File: config.mk
export PLATFORM = sky130hd
export DESIGN_NAME = llcd_mul
export DESIGN_NICKNAME = d
export VERILOG_FILES = /design/src/hw/rtl/llcd_pkg.sv /design/src/hw/rtl/llcd_mul.sv
export SDC_FILE = /design/constraint.sdc
export NUM_CORES = 2
export LEC_CHECK = 0
export ABC_AREA = 1
export BUFFER_PORTS_ARGS = -buffer_cell sky130_fd_sc_hd__clkbuf_2
export CAP_MARGIN = 20
export CORE_UTILIZATION = 52
export DETAILED_ROUTE_END_ITERATION = 8
export HOLD_SLACK_MARGIN = 0.12
export PLACE_DENSITY = 0.68
export SETUP_SLACK_MARGIN = 0.4
export SYNTH_ARGS = -nofsm -noshare
export SYNTH_HDL_FRONTEND = slang
export SYNTH_SLANG_ARGS = --single-unit
File: constraint.sdc
create_clock -name clk -period 7.72 [get_ports clk]
set_clock_uncertainty 0.05 [all_clocks]
set_input_delay 0.386 -clock clk [delete_from_list [all_inputs] [get_ports clk]]
set_output_delay 0.386 -clock clk [all_outputs]
set_load 0.005 [all_outputs]
File: src/hw/rtl/llcd_pkg.sv
// Shared constants for the line-to-line closest distance block.
// Used by the pipelined multiplier and by the top level; depends on nothing.
package llcd_pkg;

    localparam int CHUNK = 32;
    localparam int MUL_LAT = 5;

    localparam int NUM_IN_FIELDS = 12;
    localparam int PARAM_W = 32;
    localparam int DIST_W = 31;
    localparam int OUT_TDATA_W = 64;

    localparam int DIST_Q_W = 62;
    localparam int PARAM_Q_W = 32;
    localparam int SQRT_STEPS = 31;
    localparam int SQRT_ACC_W = 64;

    localparam logic [PARAM_W-1:0] PARAM_POS_LIM = 32'h7FFF_FFFF;
    localparam logic [PARAM_W-1:0] PARAM_NEG_LIM = 32'h8000_0000;
    localparam logic [DIST_W-1:0] DIST_SAT = 31'h7FFF_FFFF;

endpackage

File: src/hw/rtl/llcd_mul.sv
// Signed multiplier cut into 32 by 32 partial products over five register stages.
// Depends on llcd_pkg for the chunk width.
module llcd_mul
    import llcd_pkg::*;
#(
    parameter int A_W = 32,
    parameter int B_W = 32
) (
    input  logic                     clk,
    input  logic                     en,
    input  logic signed [A_W-1:0]    a,
    input  logic signed [B_W-1:0]    b,
    output logic signed [A_W+B_W-1:0] p
);

    localparam int NA = (A_W + CHUNK - 1) / CHUNK;
    localparam int NB = (B_W + CHUNK - 1) / CHUNK;
    localparam int AP = NA * CHUNK;
    localparam int BP = NB * CHUNK;
    localparam int ROW_W = BP + CHUNK;
    localparam int SUM_W = AP + BP;
    localparam int P_W = A_W + B_W;

    logic [A_W-1:0]     a_abs;
    logic [B_W-1:0]     b_abs;
    logic [AP-1:0]      a_mag_reg;
    logic [BP-1:0]      b_mag_reg;
    logic [3:0]         neg_reg;
    logic [2*CHUNK-1:0] pp_reg [NA][NB];
    logic [ROW_W-1:0]   racc [NA][NB+1];
    logic [ROW_W-1:0]   row_reg [NA];
    logic [SUM_W-1:0]   tacc [NA+1];
    logic [P_W-1:0]     mag_reg;
    logic [P_W-1:0]     p_reg;

    assign a_abs = a[A_W-1] ? (~a + 1'b1) : a;
    assign b_abs = b[B_W-1] ? (~b + 1'b1) : b;

    always_ff @(posedge clk)
    begin
        if (en)
        begin
            a_mag_reg <= AP'(a_abs);
            b_mag_reg <= BP'(b_abs);
            neg_reg   <= {neg_reg[2:0], a[A_W-1] ^ b[B_W-1]};
        end
    end

    for (genvar i = 0; i < NA; i++)
    begin : g_row
        assign racc[i][0] = '0;
        for (genvar j = 0; j < NB; j++)
        begin : g_col
            always_ff @(posedge clk)
            begin
                if (en)
                begin
                    pp_reg[i][j] <= a_mag_reg[i*CHUNK +: CHUNK] * b_mag_reg[j*CHUNK +: CHUNK];
                end
            end
            assign racc[i][j+1] = racc[i][j] + (ROW_W'(pp_reg[i][j]) << (j * CHUNK));
        end

        always_ff @(posedge clk)
        begin
            if (en)
            begin
                row_reg[i] <= racc[i][NB];
            end
        end

        assign tacc[i+1] = tacc[i] + (SUM_W'(row_reg[i]) << (i * CHUNK));
    end

    assign tacc[0] = '0;

    always_ff @(posedge clk)
    begin
        if (en)
        begin
            mag_reg <= tacc[NA][P_W-1:0];
            p_reg   <= neg_reg[3] ? (~mag_reg + 1'b1) : mag_reg;
        end
    end

    assign p = p_reg;

endmodule

==> run metrics <==
final hold slack between 0.1 and 0.15 ns; max-cap check violation count 0; initial drt markers a little under 3000; Die Ht around 310 µm; top cell family by delay on the critical path adder cells; Area contributors post-synth fa_1 (36%), edfxtp_1 (20%), inv_1 (14%), nand2_1 (14%), ha_1 (6.7%); Final Instance Area 54800 µm²; Final Max Tran Viols 0; drt pass-1 iters 6; Setup Viol. Count Final 0; nets about 7600; status complete, no violations; average wire per standard cell 16.9 µm; sequential fraction of the synthesis area just under 20%; RD Place Congestion roughly 0.95; worst endpoint required time 8.00 ns; Routed WL between 100 and 150 mm; io pins 130; vias in the first global route just under 40000; r2r setup slk approximately 0.60 ns; period utilization slightly above 90%; footprint of the multi-input gates between 30000 and 40000 µm²; die area 97100 µm²; clk_lat worst skew between 0.6 and 0.7 ns; final antenna-violating net count 0; WS Path Type reg -> reg; Slowest cell on crit path fa_1; clk slew on worst S/H paths 0.05 ns; Post-DP HPWL 106 mm; Min-Delay Path Class in -> reg; crit path capture type flip-flop; total clock sinks ~320; relative slew slack between 20% and 30%; Yosys top cell area share between 30% and 40%; H-tree depth 2; diodes inserted 0; R2R Path Start a_mag_reg[17]; Rows approximately 110; Num CTS Buffers 38; fillers between 8000 and 9000; synthesized instance count just over 6000; width of the die ~310 µm; largest net degree at the start of global routing around 170; Setup crit start a_mag_reg[17]; Setup crit end pp_reg[0][42]; initial antenna violation count 1; Crit. path cell count 25; post-synth top area cell fa_1; share of post-route cells with drive strength above 1 under 10%; Mapped Area around 50000 µm²; post-route DRC violation count 0; Root Driver clkbuf_16; syn nets 7350; Netlist cell types between 40 and 50; GR Util All Layers roughly 27%; Crit path arrival time 7.39 ns; Yosys reg bits around 320; grt total ovfl 0; RSZ-0062 raised after global routing false; Setup TNS Final 0 ns; crit-path max cell delay ~0.58 ns; Synth Flop Type edfxtp_1; Placed Instance Area 52300 µm²; Starting Density about 52%; R2R depth 25; via density per instance around 5; critical path fanouts, max 9; min cycle time layout ~7.1 ns; Post-synth EDFFs 324; port bufs 129; first-pass GRT wire length 207 mm; most used cell, CP fa_1; CTS max path bufs 3; area growth from synthesis to layout 10.0%; Worst Setup Start Kind flip-flop; vias between 30000 and 40000; Core Region 95000 µm²; Avg Cell Area, Syn 8.14 µm²; clock tree from TritonCTS done; Reg area between 9000 and 10000 µm²; Worst Tran Pin Value roughly 1.1 ns; count of buffer and inverter cells on the critical path 6; final hold violation count 0; post-synthesis async set-or-reset flop share 0%; Ys Warns 0; Worst R2R End pp_reg[0][42]; fmax between 100 and 150 MHz
## worst min-delay path by stage
stage,start,endpoint,cells after the start
floorplan,row_reg[0][0],mag_reg[0],0
global placement,pp_reg[0][3],row_reg[0][3],0
global route,a[3],a_mag_reg[3],3
finish,a[28],a_mag_reg[28],3
detailed placement,row_reg[0][13],mag_reg[13],0
CTS,a[3],a_mag_reg[3],3
## cell type report
class | instances | share of cell area (%)
Sequential cell | 324 | 17.7
Timing Repair Buffer | 373 | 5.36
Inverter | 1876 | 12.9
Multi-Input combinational cell | 3714 | 58.9
Tap cell | 1265 | 2.89
Clock inverter | 21 | 0.470
Clock buffer | 43 | 1.77
## synthesized netlist by cell type, types with 7 or more instances
library cell and count:
a21oi_1 48, clkbuf_1 203, edfxtp_1 324, fa_1 896, ha_1 266, inv_1 1874
nand2_1 1802, nand2_2 8, nand3_1 134, nand3b_1 7, nand4_1 43, nor2_1 242
nor2_2 13, nor3_1 23, o21ai_0 43, o21bai_1 13, xnor2_1 19, xor2_1 111
## worst register-to-register path: stages (launching register included)
cell and delay (ns):
edfxtp_1 0.56, buf_4 0.27, nand2_1 0.07, inv_1 0.06, fa_1 0.58, fa_1 0.45
fa_1 0.51, inv_1 0.06, fa_1 0.48, inv_1 0.06, fa_1 0.50, fa_1 0.50
fa_1 0.49, inv_1 0.05, fa_1 0.47, inv_1 0.04, ha_1 0.39, nand2_1 0.16
nor2_1 0.22, nand2_1 0.17, nor2_1 0.13, nand2_1 0.07, nand3_1 0.22, nand3_1 0.14
nand3_1 0.09, nand2_1 0.06
## cell usage in the layout (no fill, tap or decap), types with 3 or more instances in the layout
cell type | Yosys | layout
nand3_1 | 134 | 133
buf_4 | 0 | 175
clkbuf_2 | 0 | 128
bufinv_16 | 0 | 4
nor3_1 | 23 | 23
a31oi_1 | 4 | 4
nor4_1 | 5 | 5
nor2_1 | 242 | 238
nand3_2 | 5 | 6
fa_1 | 896 | 896
dlygate4sd3_1 | 0 | 36
xnor2_1 | 19 | 19
clkbuf_16 | 0 | 38
clkinv_4 | 0 | 3
o211ai_1 | 3 | 3
nand3b_1 | 7 | 7
nand2_1 | 1802 | 1802
o21bai_1 | 13 | 13
buf_6 | 0 | 6
a21oi_1 | 48 | 46
o21ai_2 | 5 | 5
o21ai_0 | 43 | 43
nand2_2 | 8 | 8
buf_12 | 0 | 27
inv_1 | 1874 | 1874
xor2_1 | 111 | 111
clkinv_1 | 0 | 7
clkinv_2 | 2 | 3
nor2_4 | 3 | 4
clkbuf_1 | 203 | 5
inv_6 | 0 | 3
nand4_1 | 43 | 43
nor2_2 | 13 | 16
edfxtp_1 | 324 | 324
ha_1 | 266 | 266
## layer usage
layer	vias to the layer above	GRT usage (%)	wire, µm
met4	0	10.4	5280
met2	1308	47.3	63500
met3	278	3.44	7930
li1	17800	-	-
met5	-	0	0
met1	18600	35.1	52000
## repair_timing
item / CTS / global route
setup buffers: 33 / 62
endpoints found under the hold margin: 36 / 0
endpoints found under the setup margin: 6 / 37
resized for setup: 0 / 12
hold buffers: 36 / 0
## through the flow
stage                     std cells  setup slack (ns)  util, %
final                          7616             0.604     57.7
after global routing           7616             0.380     57.7
after CTS                      7554             0.409     57.0
after detailed placement       7421             0.192     55.0
after global placement         7421             0.188     55.0
after floorplan                6122              1.40        -
## logic make-up after synthesis
family | count (synthesis) | share of synthesized area, %
fa+ha+maj | 1162 | 42.7
buf+inv | 2084 | 15.7
compound gates | 122 | 1.41
flops | 324 | 19.5
simple gates | 2300 | 18.4
xor+xnor | 130 | 2.29
Power is left out: the tool's default activity adds up to more than one toggle a clock period on the data nets, which glitch-free logic cannot reach.
